### config.mk
export PLATFORM = sky130hd
export DESIGN_NAME = record_queue_with_positional_removal_unit
export DESIGN_NICKNAME = d
export VERILOG_FILES = /design/src/rtl/rqr_pkg.sv /design/src/rtl/record_queue_with_positional_removal_unit.sv /design/src/rtl/rqr_cell.sv /design/src/rtl/rqr_ctrl.sv
export SDC_FILE = /design/constraint.sdc
export NUM_CORES = 1
export LEC_CHECK = 0
export ABC_AREA = 1
export BUFFER_PORTS_ARGS = -buffer_cell sky130_fd_sc_hd__buf_4
export CAP_MARGIN = 15
export CORE_UTILIZATION = 40
export CTS_CLUSTER_SIZE = 14
export DETAILED_ROUTE_END_ITERATION = 8
export GPL_TIMING_DRIVEN = 0
export SETUP_SLACK_MARGIN = 0.5
export SLEW_MARGIN = 30
export SYNTH_ARGS = -nofsm -noshare
export SYNTH_HDL_FRONTEND = slang
export SYNTH_SLANG_ARGS = --single-unit
### constraint.sdc
create_clock -name clk -period 10.3 [get_ports clk]
set_input_delay 2.575 -clock clk [delete_from_list [all_inputs] [get_ports clk]]
set_output_delay 2.575 -clock clk [all_outputs]
set_load 0.01 [all_outputs]
### src/rtl/rqr_pkg.sv
// Shared types and constants for the record queue with positional removal.
// Used by the storage cell, the controller, the top level and the checker.
`timescale 1ns / 1ps
`default_nettype none

package rqr_pkg;

  localparam int DEPTH   = 16;
  localparam int CNT_W   = $clog2(DEPTH + 1);
  localparam int POS_W   = 8;
  localparam int NAME_W  = 64;
  localparam int LEVEL_W = 8;
  localparam int FACT_W  = 4;

  typedef struct packed {
    logic [NAME_W-1:0]  name;
    logic [LEVEL_W-1:0] level;
    logic [FACT_W-1:0]  faction;
  } rec_t;

  typedef enum logic [1:0] {
    MODE_ENQ    = 2'd0,
    MODE_REMOVE = 2'd1,
    MODE_FLUSH  = 2'd2,
    MODE_PEEK   = 2'd3
  } mode_t;

  typedef enum logic [2:0] {
    ST_OK     = 3'd0,
    ST_EMPTY  = 3'd1,
    ST_BEYOND = 3'd2,
    ST_BELOW  = 3'd3,
    ST_FULL   = 3'd4
  } status_t;

  typedef enum logic [1:0] {
    OP_HOLD  = 2'd0,
    OP_LOAD  = 2'd1,
    OP_SHIFT = 2'd2
  } cell_op_t;

  typedef enum logic {
    S_IDLE  = 1'b0,
    S_FLUSH = 1'b1
  } state_t;

endpackage

`default_nettype wire

### src/rtl/record_queue_with_positional_removal_unit.sv
// Bounded FIFO of records (name tag, level, faction) held in a chain of DEPTH cells,
// with enqueue, remove at a 1-based position, flush and peek. Enqueue, remove and peek
// are each answered by one result word; a flush emits one word
// per held entry, one per cycle while the result side takes them, since the cell
// chain moves down by one slot per word. No new item is taken during a flush.
`timescale 1ns / 1ps
`default_nettype none

module record_queue_with_positional_removal_unit (
  input  wire                               clk,
  input  wire                               rst,
  input  wire                               item_valid,
  output logic                              item_stall,
  input  wire  [1:0]                        mode,
  input  wire  [rqr_pkg::POS_W-1:0]         position,
  input  wire  [rqr_pkg::NAME_W-1:0]        in_name,
  input  wire  [rqr_pkg::LEVEL_W-1:0]       in_level,
  input  wire  [rqr_pkg::FACT_W-1:0]        in_faction,
  output logic                              result_valid,
  input  wire                               result_stall,
  output logic [2:0]                        status,
  output logic                              record_valid,
  output logic [rqr_pkg::NAME_W-1:0]        out_name,
  output logic [rqr_pkg::LEVEL_W-1:0]       out_level,
  output logic [rqr_pkg::FACT_W-1:0]        out_faction,
  output logic [rqr_pkg::CNT_W-1:0]         entry_count,
  output logic                              last
);
  import rqr_pkg::*;

  rec_t     cell_q   [DEPTH];
  rec_t     cell_up  [DEPTH];
  cell_op_t cell_op  [DEPTH];
  rec_t     in_rec;
  rec_t     out_rec;

  assign in_rec.name    = in_name;
  assign in_rec.level   = in_level;
  assign in_rec.faction = in_faction;

  genvar g;
  generate
    for (g = 0; g < DEPTH; g++) begin : g_cell
      if (g < DEPTH - 1) begin : g_mid
        assign cell_up[g] = cell_q[g+1];
      end else begin : g_top
        assign cell_up[g] = cell_q[g];
      end
      rqr_cell u_cell (
        .clk       (clk),
        .op        (cell_op[g]),
        .load_rec  (in_rec),
        .shift_rec (cell_up[g]),
        .q         (cell_q[g])
      );
    end
  endgenerate

  rqr_ctrl u_ctrl (
    .clk          (clk),
    .rst          (rst),
    .item_valid   (item_valid),
    .item_stall   (item_stall),
    .mode         (mode),
    .position     (position),
    .head_rec     (cell_q[0]),
    .cell_op      (cell_op),
    .result_valid (result_valid),
    .result_stall (result_stall),
    .status       (status),
    .record_valid (record_valid),
    .out_rec      (out_rec),
    .entry_count  (entry_count),
    .last         (last)
  );

  assign out_name    = out_rec.name;
  assign out_level   = out_rec.level;
  assign out_faction = out_rec.faction;

endmodule

`default_nettype wire

### src/rtl/rqr_cell.sv
// One storage cell of the queue chain: holds one record.
// Loads a new record, takes its upper neighbor's record, or holds. Uses rqr_pkg.
`timescale 1ns / 1ps
`default_nettype none

module rqr_cell (
  input  wire               clk,
  input  rqr_pkg::cell_op_t op,
  input  rqr_pkg::rec_t     load_rec,
  input  rqr_pkg::rec_t     shift_rec,
  output rqr_pkg::rec_t     q
);
  import rqr_pkg::*;

  always_ff @(posedge clk) begin
    case (op)
      OP_LOAD:  q <= load_rec;
      OP_SHIFT: q <= shift_rec;
      default:  q <= q;
    endcase
  end

endmodule

`default_nettype wire

### src/rtl/rqr_ctrl.sv
// Controller of the record queue: entry count, flush sequencer, per-cell
// commands and the registered result word. Uses rqr_pkg.
`timescale 1ns / 1ps
`default_nettype none

module rqr_ctrl (
  input  wire                          clk,
  input  wire                          rst,
  input  wire                          item_valid,
  output logic                         item_stall,
  input  wire  [1:0]                   mode,
  input  wire  [rqr_pkg::POS_W-1:0]    position,
  input  rqr_pkg::rec_t                head_rec,
  output rqr_pkg::cell_op_t            cell_op [rqr_pkg::DEPTH],
  output logic                         result_valid,
  input  wire                          result_stall,
  output logic [2:0]                   status,
  output logic                         record_valid,
  output rqr_pkg::rec_t                out_rec,
  output logic [rqr_pkg::CNT_W-1:0]    entry_count,
  output logic                         last
);
  import rqr_pkg::*;

  state_t           state, state_next;
  logic [CNT_W-1:0] count, count_next;
  logic             acc, out_free, res_load;
  mode_t            md;
  status_t          status_next;
  logic             rv_next, last_next;
  rec_t             rec_next;
  logic [CNT_W-1:0] ec_next;
  logic             is_empty, is_full;

  assign md       = mode_t'(mode);
  assign out_free = !result_valid || !result_stall;
  assign item_stall = (state != S_IDLE) || !out_free;
  assign acc      = item_valid && !item_stall;
  assign is_empty = (count == '0);
  assign is_full  = (count == CNT_W'(DEPTH));
  assign res_load = acc || ((state == S_FLUSH) && out_free);

  // Next state of the flush sequencer.
  always_comb begin
    state_next = state;
    unique case (state)
      S_IDLE: begin
        if (acc && md == MODE_FLUSH && count > CNT_W'(1)) state_next = S_FLUSH;
      end
      S_FLUSH: begin
        if (out_free && count == CNT_W'(1)) state_next = S_IDLE;
      end
      default: state_next = S_IDLE;
    endcase
  end

  // Cell commands, count update and the next result word.
  always_comb begin
    status_next = ST_OK;
    rv_next     = 1'b0;
    rec_next    = '0;
    last_next   = 1'b1;
    count_next  = count;
    for (int i = 0; i < DEPTH; i++) cell_op[i] = OP_HOLD;

    if ((state == S_FLUSH && out_free) ||
        (acc && md == MODE_FLUSH && !is_empty)) begin
      // One flush step: emit the head and move every cell down by one.
      rv_next    = 1'b1;
      rec_next   = head_rec;
      count_next = count - CNT_W'(1);
      last_next  = (count == CNT_W'(1));
      for (int i = 0; i < DEPTH; i++) cell_op[i] = OP_SHIFT;
    end else if (acc) begin
      unique case (md)
        MODE_ENQ: begin
          if (is_full) begin
            status_next = ST_FULL;
          end else begin
            for (int i = 0; i < DEPTH; i++) begin
              if (CNT_W'(i) == count) cell_op[i] = OP_LOAD;
            end
            count_next = count + CNT_W'(1);
          end
        end
        MODE_REMOVE: begin
          if (is_empty) begin
            status_next = ST_EMPTY;
          end else if (position > POS_W'(count)) begin
            status_next = ST_BEYOND;
          end else if (position == '0) begin
            status_next = ST_BELOW;
          end else begin
            // Cells from the removed slot up to the one below the tail take their upper neighbor.
            for (int i = 0; i < DEPTH; i++) begin
              if (POS_W'(i) >= position - POS_W'(1) &&
                  POS_W'(i) + POS_W'(1) < POS_W'(count)) begin
                cell_op[i] = OP_SHIFT;
              end
            end
            count_next = count - CNT_W'(1);
          end
        end
        MODE_FLUSH: begin
          status_next = ST_EMPTY;
        end
        MODE_PEEK: begin
          if (is_empty) begin
            status_next = ST_EMPTY;
          end else begin
            rv_next  = 1'b1;
            rec_next = head_rec;
          end
        end
        default: status_next = ST_OK;
      endcase
    end
    ec_next = count_next;
  end

  always_ff @(posedge clk) begin
    if (rst) begin
      state        <= S_IDLE;
      count        <= '0;
      result_valid <= 1'b0;
    end else begin
      state <= state_next;
      count <= count_next;
      if (res_load) begin
        result_valid <= 1'b1;
      end else if (!result_stall) begin
        result_valid <= 1'b0;
      end
    end
  end

  always_ff @(posedge clk) begin
    if (res_load) begin
      status       <= status_next;
      record_valid <= rv_next;
      out_rec      <= rec_next;
      entry_count  <= ec_next;
      last         <= last_next;
    end
  end

endmodule

`default_nettype wire

## Yosys cells after proc, flatten, opt, wreduce, memory -nomap -nowiden

Index checks and enable logic that the tools add are counted.

| operators by class | value |
|---|---|
| add/sub/neg operators | 3 |
| order comparisons | 34 |
| equality and inequality tests | 52 |
| mux-type cells | 79 |
| bitwise logic cells | 2 |
| reductions and logical operators | 50 |

Operator list:

| cell | number |
|---|---|
| $pmux W76 S2 | 15 |
| $mux W76 | 4 |
| $mux W32 | 6 |
| $ge A4 B8 Y1 const A | 8 |
| $pmux W32 S2 | 1 |
| $eq A4 B5 Y1 const A | 8 |
| $lt A4 B5 Y1 const A | 8 |
| $eq A2 B1 Y1 const B | 17 |
| $eq A2 B2 Y1 const B | 17 |
| $mux W2 | 17 |
| $ge A3 B8 Y1 const A | 4 |
| $mux W5 | 6 |
| $reduce_bool A2 Y1 | 15 |
| $mux W1 | 24 |
| $logic_and A1 B1 Y1 | 22 |
| $eq A3 B5 Y1 const A | 4 |
| $lt A3 B5 Y1 const A | 4 |
| $ge A1 B8 Y1 const A | 2 |
| $ge A2 B8 Y1 const A | 2 |
| $pmux W3 S4 | 1 |
| $eq A2 B5 Y1 const A | 2 |
| $lt A2 B5 Y1 const A | 2 |
| $pmux W5 S2 | 1 |
| $mux W3 | 3 |
| 19 further kinds | 27 |

| storage, ports and cells | value |
|---|---|
| register bits after elaboration | 1309 |
| input bits | 90 |
| output and inout port bits | 88 |
| word-level logic and storage cells | 278 |

## Logic depth before layout (Yosys ltp)

Gate-level depths: netlist of the first run.

| logic depth | value |
|---|---|
| depth in word-level cells | 12 |
| mapped depth | 20 |
| mapped depth without buffers | 18 |

## Modules after synthesis

From an unflattened synthesis of the first run, not the netlist that was laid out.

| unflattened totals | value |
|---|---|
| cells, all modules | 5733 |
| area, all modules | 57480.1 um2 |

Modules (own cells, without submodules):

| module | instances | cells each | area an instance (um2) | seq. area each (um2) |
|---|---|---|---|---|
| rqr_cell | 16 | 325 | 3289.4 | 2282.2 |
| rqr_ctrl | 1 | 533 | 4849.7 | 2722.6 |

## Worst setup path after synthesis of the first run

Ideal clock, no wire load.

| timing path | value |
|---|---|
| kind | input to register |
| start point | input result_stall |
| end point | register g_cell[15].u_cell.q[0] in the netlist's numbering, enable pin |
| library setup time | 604 ps |
| data arrival time | 8496 ps |
| data required time | 9696 ps |
| slack | 1201 ps |
| cell stages on the path | 8 |
| buffers on the path | 0 |
| cells stage by stage | nand2_1 -> nand3_2 -> inv_1 -> nand3_4 -> o21ai_4 -> nor2_2 -> nand2_1 -> nor3_1 |

| on the way | value |
|---|---|
| word-level cells in the longest chain between the ends | 11 |
| elaborated cells between the ends (all ways) | 13 |
| those cells by class | 1 x eq/ne; 2 x mux; 10 x reduce/logical |

Ends and longest elaborated chain:

| element | line | source |
|---|---|---|
| start, declared | record_queue_with_positional_removal_unit.sv:20 | `input wire result_stall,` |
| $logic_not A1 Y1 (*) | rqr_ctrl.sv:36 | `assign out_free = !result_valid \|\| !result_stall;` |
| $logic_or A1 B1 Y1 (*) | rqr_ctrl.sv:36 |  |
| $logic_not A1 Y1 | rqr_ctrl.sv:37 | `assign item_stall = (state != S_IDLE) \|\| !out_free;` |
| $logic_or A1 B1 Y1 | rqr_ctrl.sv:37 |  |
| $logic_not A1 Y1 | rqr_ctrl.sv:38 | `assign acc = item_valid && !item_stall;` |
| $logic_and A1 B1 Y1 | rqr_ctrl.sv:38 |  |
| $logic_and A1 B1 Y1 (2 in series) | rqr_ctrl.sv:67 | `(acc && md == MODE_FLUSH && !is_empty)) begin` |
| $logic_or A1 B1 Y1 | rqr_ctrl.sv:66 | `if ((state == S_FLUSH && out_free) \|\|` |
| $mux W32 (*) | rqr_ctrl.sv:66 |  |
| $eq A2 B1 Y1 (*) | rqr_cell.sv:16 | `case (op)` |
| end signal, assigned | rqr_cell.sv:17 | `OP_LOAD: q <= load_rec;` |
| end signal, assigned | rqr_cell.sv:18 | `OP_SHIFT: q <= shift_rec;` |
| end signal, assigned | rqr_cell.sv:19 | `default: q <= q;` |
| end, declared | rqr_cell.sv:11 | `output rqr_pkg::rec_t q` |

Mark *: on every way between the ends. The rest lies on a longest branch, timed or not.
A chain may end at the register's enable or synchronous reset.

## Worst setup path after layout of the first run

| timing path | value |
|---|---|
| start point | input position[4] in the netlist's numbering |
| end point | register g_cell[12].u_cell.q[30] in the netlist's numbering (data pin) |

| on the way | value |
|---|---|
| word-level cells in the longest chain between the ends | 12 |
| elaborated cells between the ends (all ways) | 15 |
| those cells by class | 1 x add/sub; 2 x order compare; 2 x eq/ne; 8 x mux; 2 x reduce/logical |

Ends and longest elaborated chain:

| element | line | source |
|---|---|---|
| start, declared | record_queue_with_positional_removal_unit.sv:15 | `input wire [rqr_pkg::POS_W-1:0] position,` |
| $sub A8 B1 Y8 | rqr_ctrl.sv:96 | `if (POS_W'(i) >= position - POS_W'(1) &&` |
| $ge A4 B8 Y1 | rqr_ctrl.sv:96 |  |
| $logic_and A1 B1 Y1 | rqr_ctrl.sv:96 |  |
| $mux W2 | rqr_ctrl.sv:96 |  |
| $mux W32 | rqr_ctrl.sv:91 | `end else if (position == '0) begin` |
| $mux W32 (*) | rqr_ctrl.sv:89 | `end else if (position > POS_W'(count)) begin` |
| $mux W32 (*) | rqr_ctrl.sv:87 | `if (is_empty) begin` |
| $pmux W32 S2 (*) | rqr_ctrl.sv:75 | `unique case (md)` |
| $mux W32 (*) | rqr_ctrl.sv:74 | `end else if (acc) begin` |
| $mux W32 (*) | rqr_ctrl.sv:66 |  |
| $eq A2 B2 Y1 / $eq A2 B1 Y1 (equally long branches) | rqr_cell.sv:16 |  |
| $pmux W76 S2 (*) | rqr_cell.sv:16 |  |
| end signal, assigned | rqr_cell.sv:17 |  |
| end signal, assigned | rqr_cell.sv:18 |  |
| end signal, assigned | rqr_cell.sv:19 |  |
| end, declared | rqr_cell.sv:11 |  |

Marked as above.

==> reports/summary.txt, run 1 <==
Final worst slack: 4.11 ns
H-tree levels: 4
EDFF count, synth: 1302
Post-synthesis sequential area ratio: 73.9%
First-pass GRT wire length: 208 mm
Achievable frequency: 162 MHz
Final Core Density: 46.7%
Clk_lat worst skew: 0.75 ns
Mapped Cells: 4471
Crit. End Element: flop
Post_cts resized: 0
Top Usage Layer GRT: met2
Cell variety after synth: 43
CORE AREA: 0.132 mm^2
Final setup fails: 0
Clk Tree Root Cell: clkbuf_16
Min Tclk post-route: 6.19 ns
Final hold vios: 0
Lkg Pwr: 19.6 nW
Syn-to-layout area delta: 15.8%
Share of cells above drive strength 1: 9.27%
Congestion Overflow GR: 0
Worst path cell trace: buf_4, ha_1, nand3_1, nor2_1, nand4_1, nand2_1, nand2_1, nor4_1, nand2_1, o21ai_0, ha_1, clkbuf_2, clkbuf_2, clkbuf_1, nand2_1, o21ai_0
Max-slew violations: 0
Syn nets: 4591
WL final: 139 mm
PnR Total Power: 0.0125 W
Via count: 34711
Hold_buf cts: 0
Number of buffers on the longest clock path: 3
Total I/O pin count: 178
Syn avg cell area: 11.9 um^2
Outcome: finished clean
GR Util All Layers: 20.6%
Final nets: 4936
Row count: 133
Endpoint arrival time on the critical path: 6.73 ns
Placed insts: 6434
Pre-CTS setup slack: 3.33 ns
Starting Density: 40.3%
Setup crit start: position[4]
Max-cap violation count: 0
Syn Std Cell Area: 0.0531 mm^2
Measured slew at the worst slew-check pin: 1.03 ns
GRT met3 Usage: 3.44%
Routability cong.: 0.884
Clock slew at reported path FFs: 0.06 ns
1st-iter DRT viols: 3761
Drt drc: 0
Vias in the first global route: 33495
Die area: 0.134 mm^2
Initial antenna violation count: 4
Met2 Use GR: 33.7%
DRT Pass-1 Iters: 6
CP Launch Type: input pin
Hold Startpoint: g_cell[1].u_cell.q[5]
Critical R2R Launch: u_ctrl.count[1]
Fin Clk Skew: 0.0318 ns
P per Cell Area: 203 mW/mm^2
Vias per cell: 5.20
Type of the worst setup path: in -> reg
Layout Cells excl Fill: 6680
Vert. Die Dim: 366 um
Postcts setup bufs: 0
Worst path slowest cell: clkbuf_2
Synth Warn #: 0
Final ANT Viol Nets: 0
Max-slew headroom: 30.6%
CP max FO: 10
CTS buffer count: 135
CTS tree: done
Number of I/O port buffers: 177
Critical Path Max Stage Delay: 0.59 ns
Synth Flop Type: edfxtp_1
FFs w/ async S/R, synth: 0%
Post-DR wirelength/cell: 20.8 um
Die X: 366 um
WP data required: 10.84 ns
Post-DP HPWL: 98.0 mm
Period utilisation layout: 60.1%
Seq cells post-synth: 1309
Worst VDD drop: 0.160 mV
Hold Crit Class: reg -> reg
Largest net degree at the start of global routing: 73
RSZ-0062 raised after global routing: false
Most frequent CP cell: nand2_1
Clock sink total: 1309
Placed inst area: 0.0573 mm^2
Met1 Track Usage GR: 28.0%
Fin area: 0.0615 mm^2
==> cell type report <==
class                      count  area, um^2
tap                         1755        2200
multi-input combinational   2602       11800
buffer                       344        1340
timing repair buffer         208        1880
clock buffer                 180        3690
sequential                  1309       39200
fill                       11781       70200
antenna                        4        10.0
clock inverter                62         472
inverter                     216         891
==> stage by stage <==
step	TNS (ns)	hold WS [ns]
after detailed placement	0	0.509
after global routing	0	0.528
after global placement	-299.29	0.499
after CTS	0	0.509
final	0	0.509
after floorplan	0	0.496
==> cell families (layout without fill, tap and decap cells) <==
group / after synthesis / after routing / synth area share [%]
DFF: 1309 / 1309 / 73.9
xor gates and xnor gates: 3 / 3 / 0.0495
other: 0 / 4 / 0
adders and majority gates: 30 / 30 / 0.707
AOI/OAI and AO/OA: 1186 / 1186 / 11.3
and+or+nand+nor: 1383 / 1383 / 10.1
buffers and inverters: 560 / 1010 / 3.99
==> synthesized netlist by cell type, types with 2 or more instances <==
cell type / count / share of area (%)
nand3_1: 25 / 0.24
buf_2: 6 / 0.057
nand2_1: 1217 / 8.6
edfxtp_1: 1302 / 74
ha_1: 30 / 0.71
nand4_1: 7 / 0.082
o21ai_2: 2 / 0.033
o21ai_0: 1155 / 11
o41ai_1: 2 / 0.033
nor3_2: 2 / 0.038
inv_2: 2 / 0.014
nor3_1: 6 / 0.057
nor2_1: 112 / 0.79
o21ai_1: 3 / 0.028
dfxtp_1: 7 / 0.26
nand2_8: 2 / 0.075
xor2_1: 3 / 0.049
a21oi_1: 11 / 0.10
nand3_2: 2 / 0.038
nor4_1: 3 / 0.035
o31ai_1: 3 / 0.042
clkbuf_1: 335 / 2.4
a31oi_1: 2 / 0.024
inv_1: 213 / 1.5
==> critical path, delay by kind of cell <==
kind,cells,cell delay (ns)
AO/OA/AOI/OAI,2,0.53
adder cells (fa/ha/maj),2,0.49
buffers and inverters,4,1.63
AND/OR/NAND/NOR,8,1.50
==> cell usage in the layout, fill, tap and decap left out, drive strengths merged, types with 7 or more instances in the layout <==
master and instances:
edfxtp 1302, nand2 1220, o21ai 1161, clkbuf 516, inv 219, buf 216
nor2 114, clkinv 54, ha 30, nand3 28, a21oi 11, nor3 8
nand4 7, dfxtp 7
==> report_power, final <==
group / internal, W / switching, W
Sequential: 0.00638 / 0.0000907
Combinational: 0.000344 / 0.000995
Clock: 0.00265 / 0.00204
Total: 0.00938 / 0.00313
==> state kept, by name, summed over array words and instances (netlist names) <==
name,flops
g_cell.u_cell.q,1216
u_ctrl.out_rec,76
u_ctrl.count,5
u_ctrl.entry_count,5
u_ctrl.status,3
u_ctrl.last,1
u_ctrl.record_valid,1
u_ctrl.result_valid,1
u_ctrl.state,1
==> routing by layer <==
| layer | up-vias | part of all wire, % |
|---|---|---|
| li1 | 16351 | - |
| met1 | 16946 | 42 |
| met3 | 192 | 7.2 |
| met4 | 0 | 2.8 |
| met5 | - | 0 |
| met2 | 1222 | 48 |
==> path summary, 6_finish.rpt <==
kind                             end  slack, ns  cells after the start
max          g_cell[12].u_cell.q[30]       4.11                     16
min            g_cell[0].u_cell.q[5]       0.51                      2
max reg2reg  g_cell[12].u_cell.q[30]       5.17                     19
min reg2reg    g_cell[0].u_cell.q[5]       0.51                      2
(Power assumes the default switching activity.)
==> run 2: changes to the inputs <==
--- a/config.mk
+++ b/config.mk
@@ -5,7 +5,7 @@
 export SDC_FILE = /design/constraint.sdc
 export NUM_CORES = 1
 export LEC_CHECK = 0
-export ABC_AREA = 1
+export ABC_AREA = 0
 export BUFFER_PORTS_ARGS = -buffer_cell sky130_fd_sc_hd__buf_4
 export CAP_MARGIN = 15
 export CORE_UTILIZATION = 40
==> constraint.sdc (replaced) <==
create_clock -name clk -period 5.4 [get_ports clk]
set_input_delay 1.35 -clock clk [delete_from_list [all_inputs] [get_ports clk]]
set_output_delay 1.35 -clock clk [all_outputs]
set_load 0.01 [all_outputs]
==> run 2 against run 1 <==
Effect of this change:
- sequential power rose by 87%
- cell count fell by 21%
- register-to-register slack worse by 4.5 ns
- critical path type unchanged
- largest cell class unchanged
==> reports/summary.txt, run 2 <==
Outcome: finished clean
P per Cell Area: 372 mW/mm^2
1st-iter DRT viols: 1905
FFs w/ async S/R, synth: 0%
Syn avg cell area: 18.5 um^2
Starting Density: 40.5%
Layout Cells excl Fill: 5273
Seq cells post-synth: 1309
GR Util All Layers: 17.9%
Endpoint arrival time on the critical path: 5.19 ns
Count leader, synth: edfxtp_1
Critical R2R Launch: u_ctrl.count[0]
Type of the worst setup path: in -> reg
Clk Tree Root Cell: clkbuf_16
Initial antenna violation count: 11
Max FFs per register: 1216
Synth Warn #: 0
Die X: 373 um
Lkg Pwr: 20.7 nW
Worst path slowest cell: clkbuf_1
Mapped Cells: 2980
Via count: 27652
Most common cell after layout, fill and taps aside: edfxtp_1
CTS buffer count: 141
Hold Path Sink: g_cell[2].u_cell.q[30]
Reg2Reg Depth: 11
CP Launch Type: input pin
Crit. End Element: flop
Syn Std Cell Area: 0.0550 mm^2
WHS Path Cells: 1
Commonest cells in the netlist: edfxtp_1 (1302), mux2_2 (1140), clkbuf_1 (160), nor2b_1 (82), buf_1 (45)
CP top delay family: buffers and inverters
CORE AREA: 0.136 mm^2
Regs by FF count: g_cell.u_cell.q: 1216 flops, u_ctrl.out_rec: 76 flops
Die area: 0.139 mm^2
Reg2Reg Setup Slack: 0.72 ns
Met3 Wirelength: 6.96 mm
Final setup fails: 0
CTS tree: done
Number of I/O port buffers: 177
Most frequent cells in the layout: edfxtp_1 (1302), mux2_2 (1140), buf_4 (186)
Max-slew violations: 0
Routability cong.: 0.870
Synth Flop Type: edfxtp_1
Number of buffers on the longest clock path: 3
WL final: 124 mm
Clk_lat worst skew: 0.76 ns
Most flops, register: g_cell.u_cell.q
Period utilisation layout: 86.8%
RSZ-0062 raised after global routing: false
Share of cells above drive strength 1: 47.9%
Postcts setup bufs: 0
Row count: 135
WP data required: 5.90 ns
Vias per cell: 5.24
First-pass GRT wire length: 186 mm
Worst path cell trace: buf_4, inv_1, ha_1, nand2b_4, nor3b_2, o21ai_0, a221oi_4, nand3_2, o21ai_0, ha_1, clkbuf_2, clkbuf_1, mux2_2
Max-cap violation count: 0
Hold Startpoint: g_cell[3].u_cell.q[30]
Final nets: 3494
H-tree levels: 4
Max-slew headroom: 36.7%
Worst VDD drop: 0.309 mV
Placed insts: 5012
Final ANT Viol Nets: 0
Syn nets: 3100
Worst reg2reg path endpoint: g_cell[13].u_cell.q[55]
Max Used Layer: met5
Clock sink total: 1309
Clock slew at reported path FFs: 0.06 ns
Drt drc: 0
Cell taking the most area after synthesis: edfxtp_1
Largest net degree at the start of global routing: 38
Post-DR wirelength/cell: 23.5 um
Met1 WL: 56.2 mm
Met2 Routed Length: 57.6 mm
Fin Clk Skew: 0.0233 ns
Achievable frequency: 213 MHz
Final hold vios: 0
Measured slew at the worst slew-check pin: 0.950 ns
Congestion Overflow GR: 0
EDFF count, synth: 1302
WHS: 0.526 ns
CP bufs+invs: 4
Synth area leaders: edfxtp_1 (71%), mux2_2 (23%), clkbuf_1 (1.1%)
Cell variety after synth: 61
Post-synthesis sequential area ratio: 71.3%
Post-DP HPWL: 83.2 mm
Min Tclk post-route: 4.69 ns
Total I/O pin count: 178
DRT Pass-1 Iters: 5
Syn-to-layout area delta: 17.4%
CP max FO: 10
Hold_buf cts: 0
Critical Path Max Stage Delay: 0.67 ns
Vert. Die Dim: 373 um
Post-synth top area share: 71.1%
Vias in the first global route: 28294
Hold Crit Class: reg -> reg
## run 2: worst reg2reg max path: cells and delay by family (launching register included)
family	cells	cell delay [ns]
AO/OA/AOI/OAI	1	0.30
adder cells (fa/ha/maj)	2	0.68
buffers and inverters	4	1.65
flip-flops	1	0.39
multiplexers	1	0.44
AND/OR/NAND/NOR	3	0.96
## run 2: where the power goes
group	switching (W)	internal [W]	total [W]
clock network	0.00400	0.00531	0.00931
logic	0.00143	0.00118	0.00260
registers	0.000126	0.0120	0.0121
total	0.00555	0.0185	0.0240
## run 2: stage by stage
stage	utilization [%]	cell area [um^2]	setup slack [ns]	TNS, ns	total power, W
after CTS	47.5	64600	0.501	0	0.0243
after detailed placement	44.2	60100	-0.586	-127.26	0.0149
after floorplan	-	55100	0.575	0	0.0139
after global routing	47.5	64600	0.506	0	0.0249
final	47.5	64600	0.712	0	0.0240
after global placement	43.1	58700	-2.84	-1703.85	0.0148
## run 2: logic make-up after synthesis
logic type / share of synthesized area [%]
buf+inv: 1.67
mux: 23.4
compound gates: 0.966
flops: 71.3
fa+ha+maj: 0.682
xor+xnor: 0.0796
simple gates: 1.92
## run 2: how the worst max path moves through the flow
stage / startpoint / endpoint / slack, ns / cells past startpoint
2_1_floorplan: result_stall / g_cell[15].u_cell.q[0] / 0.58 / 3
3_3_place_gp: result_stall / g_cell[15].u_cell.q[44] / -2.84 / 4
3_5_place_dp: position[3] / g_cell[0].u_cell.q[56] / -0.59 / 12
4_1_cts: u_ctrl.count[3] / g_cell[5].u_cell.q[68] / 0.50 / 12
5_1_grt: u_ctrl.count[3] / g_cell[13].u_cell.q[55] / 0.51 / 12
6_report: position[0] / g_cell[13].u_cell.q[55] / 0.71 / 13
## run 2: cell type report
class | instances | area [um^2]
antenna | 4 | 10.0
buffer | 213 | 855
clock buffer | 174 | 3690
clock inverter | 83 | 696
fill | 11518 | 71400
inverter | 29 | 165
multi-input combinational | 1429 | 14900
sequential | 1309 | 39200
tap | 1781 | 2230
timing repair buffer | 251 | 2790
## run 2: layer usage
layer  up-vias  track usage [%]
li1      12472                -
met5         -                0
met2       625             28.0
met1     14332             24.9
met4        20             5.25
met3       203             4.11
## run 2: repair_timing
action / 4_1_cts / 5_1_grt
resized for setup: 18 / 26
hold endpoints to repair: 0 / 0
setup endpoints to repair: 254 / 435
pin swaps: 0 / 0
cloned: 0 / 0
